$ cat config.mk
export PLATFORM = sky130hd
export DESIGN_NAME = ordered_value_list_table_unit
export DESIGN_NICKNAME = d
export VERILOG_FILES = /design/src/hdl/ovlt_pkg.sv /design/src/hdl/ovlt_cell.sv /design/src/hdl/ordered_value_list_table_unit.sv
export SDC_FILE = /design/constraint.sdc
export NUM_CORES = 1
export LEC_CHECK = 0
export BUFFER_PORTS_ARGS = -buffer_cell sky130_fd_sc_hd__buf_2
export CAP_MARGIN = 15
export CORE_UTILIZATION = 55
export DETAILED_ROUTE_END_ITERATION = 7
export PLACE_DENSITY = 0.71
export SLEW_MARGIN = 15
export SYNTH_ARGS = -nofsm -noshare
export SYNTH_HDL_FRONTEND = slang
export SYNTH_HIERARCHICAL = 1
export SYNTH_SLANG_ARGS = --single-unit
$ cat constraint.sdc
create_clock -name i_clk -period 7.1 [get_ports i_clk]
set_input_delay 0.355 -clock i_clk [delete_from_list [all_inputs] [get_ports i_clk]]
set_output_delay 0.355 -clock i_clk [all_outputs]
set_load 0.03 [all_outputs]
$ cat src/hdl/ovlt_pkg.sv
`default_nettype none

package ovlt_pkg;

    // list geometry and field widths
    localparam int DEPTH_DEF = 16;
    localparam int DATA_W    = 32;
    localparam int CMD_W     = 2;
    localparam int OUT_W     = 5;

    // command codes
    localparam logic [CMD_W-1:0] CMD_INSERT = 2'd0;
    localparam logic [CMD_W-1:0] CMD_LOOKUP = 2'd1;
    localparam logic [CMD_W-1:0] CMD_REMOVE = 2'd2;

    // sequencer states
    typedef enum logic [1:0] {
        ST_IDLE,
        ST_CMP,
        ST_EXE
    } t_state;

    // broadcast from the sequencer to every cell
    typedef struct packed {
        logic                     cmp_en;
        logic                     ins_en;
        logic                     rem_en;
        logic signed [DATA_W-1:0] value;
    } t_cell_ctl;

endpackage

`default_nettype wire

$ cat src/hdl/ovlt_cell.sv
`default_nettype none

module ovlt_cell (
    input  wire logic                             i_clk,
    input  wire ovlt_pkg::t_cell_ctl              i_ctl,
    input  wire logic                             i_occupied,
    input  wire logic                             i_is_tail,
    input  wire logic                             i_hit_in,
    input  wire logic signed [ovlt_pkg::DATA_W-1:0] i_next_data,
    output logic                                  o_hit_out,
    output logic                                  o_first,
    output logic signed [ovlt_pkg::DATA_W-1:0]    o_data
);

    logic signed [ovlt_pkg::DATA_W-1:0] r_data;
    logic                               r_match;
    logic                               w_shift;

    // hit chain toward the tail, first match is the cell that starts it
    assign o_hit_out = i_hit_in | r_match;
    assign o_first   = r_match & ~i_hit_in;
    assign o_data    = r_data;

    // on remove, this cell and every later one take the neighbor's value
    assign w_shift = i_ctl.rem_en & (i_hit_in | r_match);

    // compare against the broadcast value
    always_ff @(posedge i_clk) begin
        if (i_ctl.cmp_en) begin
            r_match <= i_occupied && (r_data == i_ctl.value);
        end
    end

    // tail write or shift toward the head
    always_ff @(posedge i_clk) begin
        if (i_ctl.ins_en && i_is_tail) begin
            r_data <= i_ctl.value;
        end else if (w_shift) begin
            r_data <= i_next_data;
        end
    end

endmodule

`default_nettype wire

$ cat src/hdl/ordered_value_list_table_unit.sv
`default_nettype none

// channel  | handshake          | payload
// ---------+--------------------+------------------------------------------
// input    | i_valid / o_ready  | i_cmd, i_value
// result   | o_valid / i_ready  | o_position, o_ok, o_full_res, o_count
//
// the compare state compares the value in every cell; the execute state
// resolves the first match along the cell chain, writes the tail or
// shifts the cells behind the match, and takes the next beat once the
// result is free. a stalled result holds in the output register; the
// sequencer waits. reset clears count and handshake, not the entries.

module ordered_value_list_table_unit #(
    parameter int DEPTH = ovlt_pkg::DEPTH_DEF
) (
    input  wire logic                              i_clk,
    input  wire logic                              i_rst_n,
    input  wire logic                              i_valid,
    output logic                                   o_ready,
    input  wire logic [ovlt_pkg::CMD_W-1:0]        i_cmd,
    input  wire logic signed [ovlt_pkg::DATA_W-1:0] i_value,
    output logic                                   o_valid,
    input  wire logic                              i_ready,
    output logic [ovlt_pkg::OUT_W-1:0]             o_position,
    output logic                                   o_ok,
    output logic                                   o_full_res,
    output logic [ovlt_pkg::OUT_W-1:0]             o_count
);

    localparam int CNTW = $clog2(DEPTH + 1);
    localparam int OUTW = ovlt_pkg::OUT_W;

    ovlt_pkg::t_state    r_state, n_state;
    ovlt_pkg::t_cell_ctl w_ctl;

    logic [ovlt_pkg::CMD_W-1:0]         r_cmd;
    logic signed [ovlt_pkg::DATA_W-1:0] r_value;
    logic [CNTW-1:0]                    r_count, n_count;

    logic r_out_valid;
    logic [OUTW-1:0] r_position, r_out_count;
    logic r_ok, r_full_res;

    logic w_out_free, w_accept, w_exe_fire, w_cmp_en;
    logic w_full, w_any_hit;
    logic n_ok, n_full_res, w_use_pos;
    logic [CNTW-1:0] w_pos;
    logic [CNTW+OUTW-1:0] w_pos_wide, w_cnt_wide;

    logic [DEPTH:0]   w_hit;
    logic [DEPTH-1:0] w_first;
    logic signed [ovlt_pkg::DATA_W-1:0] w_data [DEPTH];

    // handshake
    assign w_out_free = !r_out_valid || i_ready;
    assign w_accept   = i_valid && o_ready;

    // next state
    always_comb begin
        n_state = r_state;
        unique case (r_state)
            ovlt_pkg::ST_IDLE: if (w_accept) n_state = ovlt_pkg::ST_CMP;
            ovlt_pkg::ST_CMP:  n_state = ovlt_pkg::ST_EXE;
            ovlt_pkg::ST_EXE: begin
                if (w_out_free) begin
                    n_state = w_accept ? ovlt_pkg::ST_CMP : ovlt_pkg::ST_IDLE;
                end
            end
            default: n_state = ovlt_pkg::ST_IDLE;
        endcase
    end

    // sequencer outputs
    always_comb begin
        o_ready    = 1'b0;
        w_cmp_en   = 1'b0;
        w_exe_fire = 1'b0;
        unique case (r_state)
            ovlt_pkg::ST_IDLE: o_ready = 1'b1;
            ovlt_pkg::ST_CMP:  w_cmp_en = 1'b1;
            ovlt_pkg::ST_EXE: begin
                w_exe_fire = w_out_free;
                o_ready    = w_out_free;
            end
            default: o_ready = 1'b0;
        endcase
    end

    always_ff @(posedge i_clk) begin
        if (!i_rst_n) begin
            r_state <= ovlt_pkg::ST_IDLE;
        end else begin
            r_state <= n_state;
        end
    end

    // capture the accepted beat
    always_ff @(posedge i_clk) begin
        if (w_accept) begin
            r_cmd   <= i_cmd;
            r_value <= i_value;
        end
    end

    assign w_full = (r_count == CNTW'(DEPTH));

    // broadcast to the cells
    always_comb begin
        w_ctl.cmp_en = w_cmp_en;
        w_ctl.ins_en = w_exe_fire && (r_cmd == ovlt_pkg::CMD_INSERT) && !w_full;
        w_ctl.rem_en = w_exe_fire && (r_cmd == ovlt_pkg::CMD_REMOVE);
        w_ctl.value  = r_value;
    end

    // cell chain, head at index zero
    assign w_hit[0] = 1'b0;

    for (genvar g = 0; g < DEPTH; g++) begin : g_cell
        logic signed [ovlt_pkg::DATA_W-1:0] w_next;
        if (g < DEPTH - 1) begin : g_mid
            assign w_next = w_data[g+1];
        end else begin : g_last
            assign w_next = w_data[g];
        end
        ovlt_cell u_cell (
            .i_clk       (i_clk),
            .i_ctl       (w_ctl),
            .i_occupied  (CNTW'(g) < r_count),
            .i_is_tail   (CNTW'(g) == r_count),
            .i_hit_in    (w_hit[g]),
            .i_next_data (w_next),
            .o_hit_out   (w_hit[g+1]),
            .o_first     (w_first[g]),
            .o_data      (w_data[g])
        );
    end

    assign w_any_hit = w_hit[DEPTH];

    // one-hot first match to 1-based position
    always_comb begin
        w_pos = '0;
        for (int i = 0; i < DEPTH; i++) begin
            if (w_first[i]) begin
                w_pos = w_pos | CNTW'(i + 1);
            end
        end
    end

    // result and count update
    always_comb begin
        n_count    = r_count;
        n_ok       = 1'b0;
        n_full_res = 1'b0;
        w_use_pos  = 1'b1;
        unique case (r_cmd)
            ovlt_pkg::CMD_INSERT: begin
                n_ok       = !w_full;
                n_full_res = w_full;
                if (!w_full) n_count = r_count + CNTW'(1);
            end
            ovlt_pkg::CMD_LOOKUP: n_ok = w_any_hit;
            ovlt_pkg::CMD_REMOVE: begin
                n_ok = w_any_hit;
                if (w_any_hit) n_count = r_count - CNTW'(1);
            end
            default: w_use_pos = 1'b0;
        endcase
    end

    assign w_pos_wide = {OUTW'(0), (w_use_pos ? w_pos : CNTW'(0))};
    assign w_cnt_wide = {OUTW'(0), n_count};

    // count register
    always_ff @(posedge i_clk) begin
        if (!i_rst_n) begin
            r_count <= '0;
        end else if (w_exe_fire) begin
            r_count <= n_count;
        end
    end

    // output register
    always_ff @(posedge i_clk) begin
        if (!i_rst_n) begin
            r_out_valid <= 1'b0;
        end else if (w_exe_fire) begin
            r_out_valid <= 1'b1;
        end else if (i_ready) begin
            r_out_valid <= 1'b0;
        end
    end

    always_ff @(posedge i_clk) begin
        if (w_exe_fire) begin
            r_position  <= w_pos_wide[OUTW-1:0];
            r_ok        <= n_ok;
            r_full_res  <= n_full_res;
            r_out_count <= w_cnt_wide[OUTW-1:0];
        end
    end

    assign o_valid    = r_out_valid;
    assign o_position = r_position;
    assign o_ok       = r_ok;
    assign o_full_res = r_full_res;
    assign o_count    = r_out_count;

endmodule

`default_nettype wire

==> results of run 1 <==
## metal layers
layer  GRT usage (%)  up-vias  part of all wire (%)
met1            29.8     8692                    40
li1                -     8115                     -
met4            7.58        0                   2.7
met5               0        -                     0
met2            45.0      362                    52
met3            4.05      132                   4.7
## cells by family after synthesis
group | Yosys count | synth area share [%]
xor+xnor | 512 | 14.8
mux | 512 | 19.0
flops | 582 | 57.4
simple gates | 351 | 6.52
other cells | 1 | 0.0124
compound gates | 39 | 0.859
fa+ha+maj | 9 | 0.372
buf+inv | 65 | 1.01
## layout make-up
cell class	count	area [sq um]	area share, %
flip-flops and latches	582	17400	51.2
multi-input cells	1425	12600	37.1
clock buffers	70	1600	4.71
repair buffers	145	1050	3.08
well taps	696	871	2.56
clock inverters	46	412	1.21
inverters	10	37.5	0.110
diodes	1	2.50	0.00736
## cell usage after synthesis, drive strengths merged, types with 12 or more instances
| library cell | count |
|---|---|
| xor2 | 496 |
| buf | 49 |
| nor3 | 42 |
| nor2b | 20 |
| nor4 | 119 |
| mux2 | 512 |
| a21oi | 12 |
| nor2 | 16 |
| nand3 | 35 |
| or2 | 16 |
| nand2 | 67 |
| xnor2 | 16 |
| edfxtp | 574 |
| nand4 | 16 |
## flip-flops by register name, summed over array words and instances, names as in the netlist
name and cells:
g_cell.u_cell/o_data 512, r_value 32, g_cell.u_cell/r_match 16, o_count 5
o_position 5, r_count 5, r_cmd 2, r_state 2
o_full_res 1, o_ok 1, o_valid 1
## report_power, final
group          internal (W)  leakage, nW  switching (W)  total [W]
Clock               0.00189        0.996        0.00131    0.00320
Sequential          0.00377         4.31      0.0000162    0.00378
Combinational      0.000135         4.67       0.000278   0.000414
## worst reg2reg max path: stages, from the launching register on
cell and delay [ps]:
edfxtp_1 380, or2_2 330, or2_2 320, or2_2 320, or2_2 310, or2_2 300
or2_2 300, or2_2 300, or2_2 300, or2_2 310, or2_2 330, or2_2 310
or2_2 300, or2_2 300, or2_2 310, or2_2 320, or2_2 360, nand2_1 160
inv_1 110, a221oi_1 390, a31oi_1 70
## through the flow
| step | hold slack [ps] | util [%] | worst slack, ps |
|---|---|---|---|
| floorplan | 454 | - | 973 |
| global placement | 500 | 58.4 | 973 |
| detailed placement | 528 | 58.4 | 831 |
| CTS | 36.9 | 62.8 | 766 |
| global route | 57.4 | 62.8 | 525 |
| finish | 75.1 | 62.8 | 675 |
## worst paths after layout
check	from	endpoint	cells after the start
max	g_cell[0].u_cell/r_match	o_count[2]	20
min	i_ready	o_valid	3
max reg2reg	g_cell[0].u_cell/r_match	o_count[2]	20
min reg2reg	o_valid	o_valid	2
==> metrics, run 1 <==
outcome=finished, final reports clean; die area=0.0560 sq mm; Setup crit end kind=flop; vias in the first global route=18,500; TritonRoute pass-1 iters=5; dpl hpwl=44.0 mm; crit path max fanout=6; total chip power=0.00740 W; largest vdd supply drop=0.209 mV; drt wl/cell=23.0 um; EDFF count, synth=574; Post CTS Setup Buffer Count=0; WP data required=7430 ps; Top-Level Pins=52; Mapped Area=0.0303 sq mm; Post-Route Setup TNS=0 ps; DR iter-0 viols=1,098; critical path's top delay family=simple AND/OR/NAND/NOR gates; Via density=5.82; largest stage delay on the critical path=390 ps; achievable frequency=156 MHz; gpl congestion=0.857; antenna-violating nets left=0; Clock Sinks=582; initial core utilization=56.0%; Reg2Reg Setup Slack=670 ps; largest area contributor in the synthesized netlist=edfxtp_1; crit path time final=6430 ps; Pins Over Slew Limit=0; Lkg Pwr=9.98 nW; Die H=237 um; NumNets Final=2,272; Worst EP arrival=6750 ps; largest cells by area after synthesis=edfxtp_1, mux2_2, xor2_1, nor4_1, nand2_1; Async SR Flop Fraction=0%; Area Growth Syn to Fin=12.2%; most frequent CP cell=or2_2; CTS clk-pin slew, worst paths=60 ps; Hold Buf Count CTS=35; number of setup violations in the final report=0; crit-path cells=or2_2 > or2_2 > or2_2 > or2_2 > or2_2 > or2_2 > or2_2 > or2_2 > or2_2 > or2_2 > or2_2 > or2_2 > or2_2 > or2_2 > or2_2 > or2_2 > nand2_1 > inv_1 > a221oi_1 > a31oi_1; Root Driver=clkbuf_16; placed insts=2,823; largest net degree at the start of global routing=35; grt ovf=0; CTS Buf Count=61; Ys Warns=6; Main synth FF type=edfxtp_1; Finished Layout Cells=2,975; WL final=68.4 mm; FF+latch count, synth=582; Buffers & Inverters on Critical Path=1; commonest non-fill, non-tap cell in the layout=edfxtp_1; Worst slew margin=35.0%; core area=0.0541 sq mm; Overall Global Routing Usage=24.7%; first-pass GRT wire length=106 mm; Clock Tree Buf Depth=3; # rows=85; CTS tree=yes; Final Cell Area=0.0340 sq mm; FILL cells=3,951; CP Launch Type=flop; most frequent cells in the layout=edfxtp_1, mux2_2, xor2_1; worst min-delay path class=in2reg; max_cap viols=0; H-tree lvl count=2; Seq/Total Area, Yosys=57.4%; Resized Gates After CTS=0; Final Hold Viols=0; DRC viols=0; Syn Area/Cell=14.6 sq um; Mapped Cells=2,071; Setup CP Type=reg2reg; dpl cell area=0.0316 sq mm; skew final=24.8 ps; post-route clock period utilization=90.5%; Slew @ Worst Pin=970 ps; initial antenna violation count=0; IO buf count=51; RSZ-0062 raised after global routing=false; share of the synthesized area in the top cell type=56.9%; share of layout cells above drive strength 1=33.0%; worst skew pair latency=640 ps; Netlist cell types=44; routed via count=17,300; standard cell with the maximum stage delay on the critical path=a221oi_1; width of the die=237 um; pwr dens=218 mW/mm^2
Note: power is estimated with default switching activity, not from simulation.
==> inputs of run 2 (changes only) <==
--- a/config.mk
+++ b/config.mk
@@ -5,11 +5,11 @@
 export SDC_FILE = /design/constraint.sdc
 export NUM_CORES = 1
 export LEC_CHECK = 0
-export BUFFER_PORTS_ARGS = -buffer_cell sky130_fd_sc_hd__buf_2
 export CAP_MARGIN = 15
 export CORE_UTILIZATION = 55
 export DETAILED_ROUTE_END_ITERATION = 7
-export PLACE_DENSITY = 0.71
+export DONT_BUFFER_PORTS = 1
+export PLACE_DENSITY = 0.7
 export SLEW_MARGIN = 15
 export SYNTH_ARGS = -nofsm -noshare
 export SYNTH_HDL_FRONTEND = slang
==> run 2 against run 1 <==
  * Hold slack improved by 250 ps
  * Register-to-register slack improved by 90 ps
  * Global-route usage increased by 0.63 points
  * Count of clock-buffer cells in the layout increased by 13
  * Clock skew decreased by 5.2 ps
  * Combinational power decreased by 3%
  * Flip-flop and latch count unchanged
  * Non-clock buffer count decreased by 48
  * Via count decreased by 0.13%
  * Sequential share of layout area increased by 0.094 points
  * Critical path type unchanged
  * Highest routed layer unchanged
==> metrics, run 2 (synthesized netlist as in run 1, its figures left out) <==
initial antenna violation count=1 (was 0); P_sw=0.00164 W (was 0.00161 W); CP Launch Type=flop (unchanged); drt wl/cell=24.0 um (was 23.0 um); WHS=329 ps (was 75.1 ps); Lkg Pwr=9.86 nW (was 9.98 nW); FILL cells=3,990 (was 3,951); WL final=70.2 mm (was 68.4 mm); achievable frequency=158 MHz (was 156 MHz); Worst slew margin=32.6% (was 35.0%); gpl congestion=0.869 (was 0.857); Slew @ Worst Pin=1010 ps (was 970 ps); # diodes=0 (was 1); worst skew pair latency=600 ps (was 640 ps); Post CTS Setup Buffer Count=0 (unchanged); first-pass GRT wire length=107 mm (was 106 mm); RSZ-0062 raised after global routing=false (unchanged); routed via count=17,300 (about the same); Reg2Reg Setup Slack=770 ps (was 670 ps); DRC viols=0 (unchanged); max FFs per register=512 (unchanged); Top-Level Pins=52 (unchanged); register area=0.0174 sq mm (unchanged); commonest non-fill, non-tap cell in the layout=edfxtp_1 (unchanged); IO buf count=0 (was 51); sw frac=21.6% (was 21.7%); width of the die=237 um (unchanged); Die H=237 um (unchanged); Root Driver=clkbuf_16 (unchanged); outcome=finished, final reports clean (unchanged); Post-Route Setup TNS=0 ps (unchanged); crit path time final=6330 ps (was 6430 ps); dpl cell area=0.0314 sq mm (was 0.0316 sq mm); initial core utilization=56.0% (unchanged); Setup CP Type=reg2reg (unchanged); Clock Sinks=582 (unchanged); Clock Power Share=44.9% (was 43.3%); WP data required=7410 ps (was 7430 ps); antenna-violating nets left=0 (unchanged); Final Hold Viols=0 (unchanged); pre-CTS setup slack=876 ps (was 831 ps); core area=0.0541 sq mm (unchanged); Setup crit end kind=flop (unchanged); crit path max fanout=6 (unchanged); sequential power share=49.8% (was 51.1%); largest net degree at the start of global routing=35 (unchanged); DR iter-0 viols=1,036 (was 1,098); Final Cell Area=0.0339 sq mm (was 0.0340 sq mm); CTS Buf Count=66 (was 61); share of layout cells above drive strength 1=31.6% (was 33.0%); pwr dens=224 mW/mm^2 (was 218 mW/mm^2); Final WS setup=768 ps (was 675 ps); skew final=19.6 ps (was 24.8 ps); dpl hpwl=44.5 mm (was 44.0 mm); # rows=85 (unchanged); NumNets Final=2,229 (was 2,272); number of setup violations in the final report=0 (unchanged); largest vdd supply drop=0.166 mV (was 0.209 mV); Worst EP arrival=6640 ps (was 6750 ps); Via density=5.90 (was 5.82); Comb pwr share=5.3% (was 5.6%); most frequent cells in the layout=edfxtp_1, mux2_2, xor2_1 (unchanged); max_cap viols=0 (unchanged); Overall Global Routing Usage=25.3% (was 24.7%); post-route clock period utilization=89.2% (was 90.5%); worst min-delay path class=in2reg (unchanged); Area Growth Syn to Fin=12.0% (was 12.2%); Pint=0.00597 W (was 0.00580 W); CTS tree=yes (unchanged); TritonRoute pass-1 iters=5 (unchanged); CTS clk-pin slew, worst paths=60 ps (about the same); H-tree lvl count=3 (was 2); Pins Over Slew Limit=0 (unchanged); multi-input logic area=0.0126 sq mm (about the same); Clock Tree Buf Depth=3 (unchanged); Resized Gates After CTS=0 (unchanged); vias in the first global route=18,300 (was 18,500); die area=0.0560 sq mm (unchanged); grt ovf=0 (unchanged)
## run 2: worst max-delay path: stages (launching register included)
cell and delay (ps):
edfxtp_1 380, or2_2 330, or2_2 310, or2_2 300, or2_2 300, or2_2 300, or2_2 300, or2_2 310
or2_2 310, or2_2 310, or2_2 310, or2_2 300, or2_2 300, or2_2 310, or2_2 310, or2_2 320
or2_2 360, nand2_1 150, inv_1 90, a221oi_1 400, a31oi_1 70
## run 2: routing by layer
layer  GRT usage (%)  wire length [um]  part of all wire, %
met5               0                 0                    0
met4            7.89              1650                  2.4
met3            4.08              3310                  4.7
met2            46.8             37500                   53
met1            30.0             27700                   39
## run 2: final timing paths
path	startpoint	to	cells after the start
worst min-delay path	i_ready	r_state[1]	3
worst max register to register	g_cell[0].u_cell/r_match	o_count[2]	20
worst min register to register	r_state[0]	r_state[1]	3
worst max-delay path	g_cell[0].u_cell/r_match	o_count[2]	20
## run 2: repair_timing
action                                  4_1_cts  5_1_grt
endpoints found under the setup margin        0        0
hold buffers                                 37        0
endpoints found under the hold margin        42        0
## run 2: power by group through the flow
stage | combinational, W | sequential [W] | clock, W
after floorplan | 0.000171 | 0.00393 | 0
after global placement | 0.000374 | 0.00386 | 0
after detailed placement | 0.000385 | 0.00386 | 0
after CTS | 0.000403 | 0.00379 | 0.00347
after global routing | 0.000434 | 0.00379 | 0.00359
final | 0.000403 | 0.00379 | 0.00341
## run 2: area by class of cell
class	instances	share of cell area, %
Clock buffer	83	5.37
Clock inverter	36	1.03
Inverter	10	0.111
Multi-Input combinational cell	1425	37.2
Sequential cell	582	51.3
Tap cell	696	2.57
Timing Repair Buffer	97	2.46
## run 2: through the flow
stage               instances  utilization (%)  power (W)
floorplan                2072                -    0.00411
global placement         2771             57.9    0.00423
detailed placement       2773             58.0    0.00425
CTS                      2929             62.7    0.00766
global route             2929             62.7    0.00782
finish                   2929             62.7    0.00761
==> inputs of run 3 (changes only) <==
--- a/config.mk
+++ b/config.mk
@@ -6,9 +6,11 @@
 export NUM_CORES = 1
 export LEC_CHECK = 0
 export CAP_MARGIN = 15
+export CORE_MARGIN = 4
 export CORE_UTILIZATION = 55
 export DETAILED_ROUTE_END_ITERATION = 7
 export DONT_BUFFER_PORTS = 1
+export MAX_ROUTING_LAYER = met4
 export PLACE_DENSITY = 0.7
 export SLEW_MARGIN = 15
 export SYNTH_ARGS = -nofsm -noshare
==> run 3 against run 2 <==
  * Register-to-register slack better by 70 ps
  * Die area rose by 5.1%
  * Clock power decreased by 10%
  * Critical path depth unchanged
  * Largest power group unchanged
  * Final cell count fell by 0.31%
  * Non-clock buffer count shrank 2
  * Global-route usage shrank 1.5 points
  * Flip-flop and latch count did not move
==> metrics, run 3 (synthesized netlist as in run 1, its figures left out) <==
outcome=finished, final reports clean (unchanged); FILL cells=4,015 (was 3,990); Lkg Pwr=9.72 nW (was 9.86 nW); Setup crit end kind=flop (unchanged); R2R cell count=20 (unchanged); drt wl/cell=23.6 um (was 24.0 um); pwr dens=216 mW/mm^2 (was 224 mW/mm^2); Pins Over Slew Limit=0 (unchanged); max_cap viols=0 (unchanged); H-tree lvl count=2 (was 3); worst hold stages=3 (unchanged); commonest non-fill, non-tap cell in the layout=edfxtp_1 (unchanged); most frequent cells in the layout=edfxtp_1, mux2_2, xor2_1 (unchanged); largest net degree at the start of global routing=35 (unchanged); IO buf count=0 (unchanged); crit path max fanout=6 (unchanged); antenna-violating nets left=0 (unchanged); achievable frequency=160 MHz (was 158 MHz); worst skew pair latency=640 ps (was 600 ps); Die H=243 um (was 237 um); first-pass GRT wire length=105 mm (was 107 mm); hold wc startpoint=i_ready (unchanged); crit path time final=6270 ps (was 6330 ps); Worst slew margin=40.3% (was 32.6%); DR iter-0 viols=1,104 (was 1,036); Top-Level Pins=52 (unchanged); initial antenna violation count=2 (was 1); Via density=5.88 (was 5.90); RR Startpoint=g_cell[0].u_cell/r_match (unchanged); Pint=0.00567 W (was 0.00597 W); sw frac=21.9% (was 21.6%); Root Driver=clkbuf_16 (unchanged); routed via count=17,200 (was 17,300); Final Hold Viols=0 (unchanged); Util after Layout=62.2% (was 62.7%); Comb pwr share=5.6% (was 5.3%); post-route clock period utilization=88.2% (was 89.2%); Setup CP Type=reg2reg (unchanged); largest vdd supply drop=0.181 mV (was 0.166 mV); Clock Sinks=582 (unchanged); worst min-delay path class=in2reg (unchanged); max FFs per register=512 (unchanged); skew final=35.4 ps (was 19.6 ps); vias in the first global route=18,100 (was 18,300); Clock Tree Buf Depth=3 (unchanged); initial core utilization=56.0% (unchanged); core area=0.0541 sq mm (unchanged); die area=0.0589 sq mm (was 0.0560 sq mm); DRC viols=0 (unchanged); dpl hpwl=43.8 mm (was 44.5 mm); Clock Power Share=42.2% (was 44.9%); RSZ-0062 raised after global routing=false (unchanged); Overall Global Routing Usage=23.8% (was 25.3%); share of layout cells above drive strength 1=31.4% (was 31.6%); Slew @ Worst Pin=892 ps (was 1010 ps); Resized Gates After CTS=0 (unchanged); sequential power share=52.2% (was 49.8%); P_sw=0.00159 W (was 0.00164 W); WL final=69.0 mm (was 70.2 mm); CP Launch Type=flop (unchanged); CTS Buf Count=61 (was 66); CTS clk-pin slew, worst paths=60 ps (about the same); NumNets Final=2,222 (was 2,229); CTS tree=yes (unchanged); number of setup violations in the final report=0 (unchanged); Area Growth Syn to Fin=11.1% (was 12.0%); gpl congestion=0.829 (was 0.869); Worst EP arrival=6620 ps (was 6640 ps); width of the die=243 um (was 237 um); # rows=85 (unchanged); grt ovf=0 (unchanged); Post-Route Setup TNS=0 ps (unchanged); TritonRoute pass-1 iters=5 (unchanged); WP data required=7460 ps (was 7410 ps); Setup crit start=g_cell[0].u_cell/r_match (unchanged)
-- run 3: routing by layer --
layer / GRT usage [%] / wire length (um) / vias to the layer above
met5: - / 0 / -
met1: 27.4 / 26900 / 8616
li1: - / - / 8017
met2: 41.6 / 35900 / 373
met4: 8.16 / 2410 / 0
met3: 4.91 / 3890 / 158
-- run 3: metrics by stage --
step	std cells	cell area (sq um)	setup WS, ps	hold WS (ps)	power, W
final	2920	33700	834	273	0.00726
after global placement	2770	31300	958	454	0.00423
after CTS	2919	33600	874	222	0.00733
after global routing	2920	33700	588	266	0.00751
after detailed placement	2771	31400	871	454	0.00424
after floorplan	2072	30300	973	454	0.00411
-- run 3: power groups by stage --
stage,registers (W),clock network [W],logic (W)
final,0.00379,0.00307,0.000404
after global routing,0.00379,0.00328,0.000435
after CTS,0.00379,0.00314,0.000402
after detailed placement,0.00386,0,0.000384
after global placement,0.00386,0,0.000371
after floorplan,0.00393,0,0.000171
-- run 3: final cells by class --
type	instances	area (sq um)	area share (%)
Sequential cell	582	17400	51.7
Multi-Input combinational cell	1425	12600	37.5
Clock buffer	81	1610	4.79
Tap cell	696	871	2.59
Timing Repair Buffer	95	813	2.42
Clock inverter	30	299	0.888
Inverter	10	37.5	0.112
Antenna cell	1	2.50	0.00743
-- run 3: worst paths after layout --
path / end / slack [ps]
worst min register to register: r_state[1] / 540
worst max register to register: o_count[2] / 830
worst min-delay path: r_state[1] / 270
worst max-delay path: o_count[2] / 830
-- run 3: what timing repair did --
item	4_1_cts	5_1_grt
setup buffers	0	0
endpoints found under the hold margin	42	0
hold buffers	37	0
-- run 3: worst max-delay path, cell delays in order, from the launching register on --
cell and delay [ps]:
edfxtp_1 360, or2_2 320, or2_2 300, or2_2 300, or2_2 300, or2_2 300
or2_2 300, or2_2 300, or2_2 310, or2_2 300, or2_2 300, or2_2 300
or2_2 300, or2_2 310, or2_2 300, or2_2 320, or2_2 360, nand2_1 170
inv_1 100, a221oi_1 380, a31oi_1 70
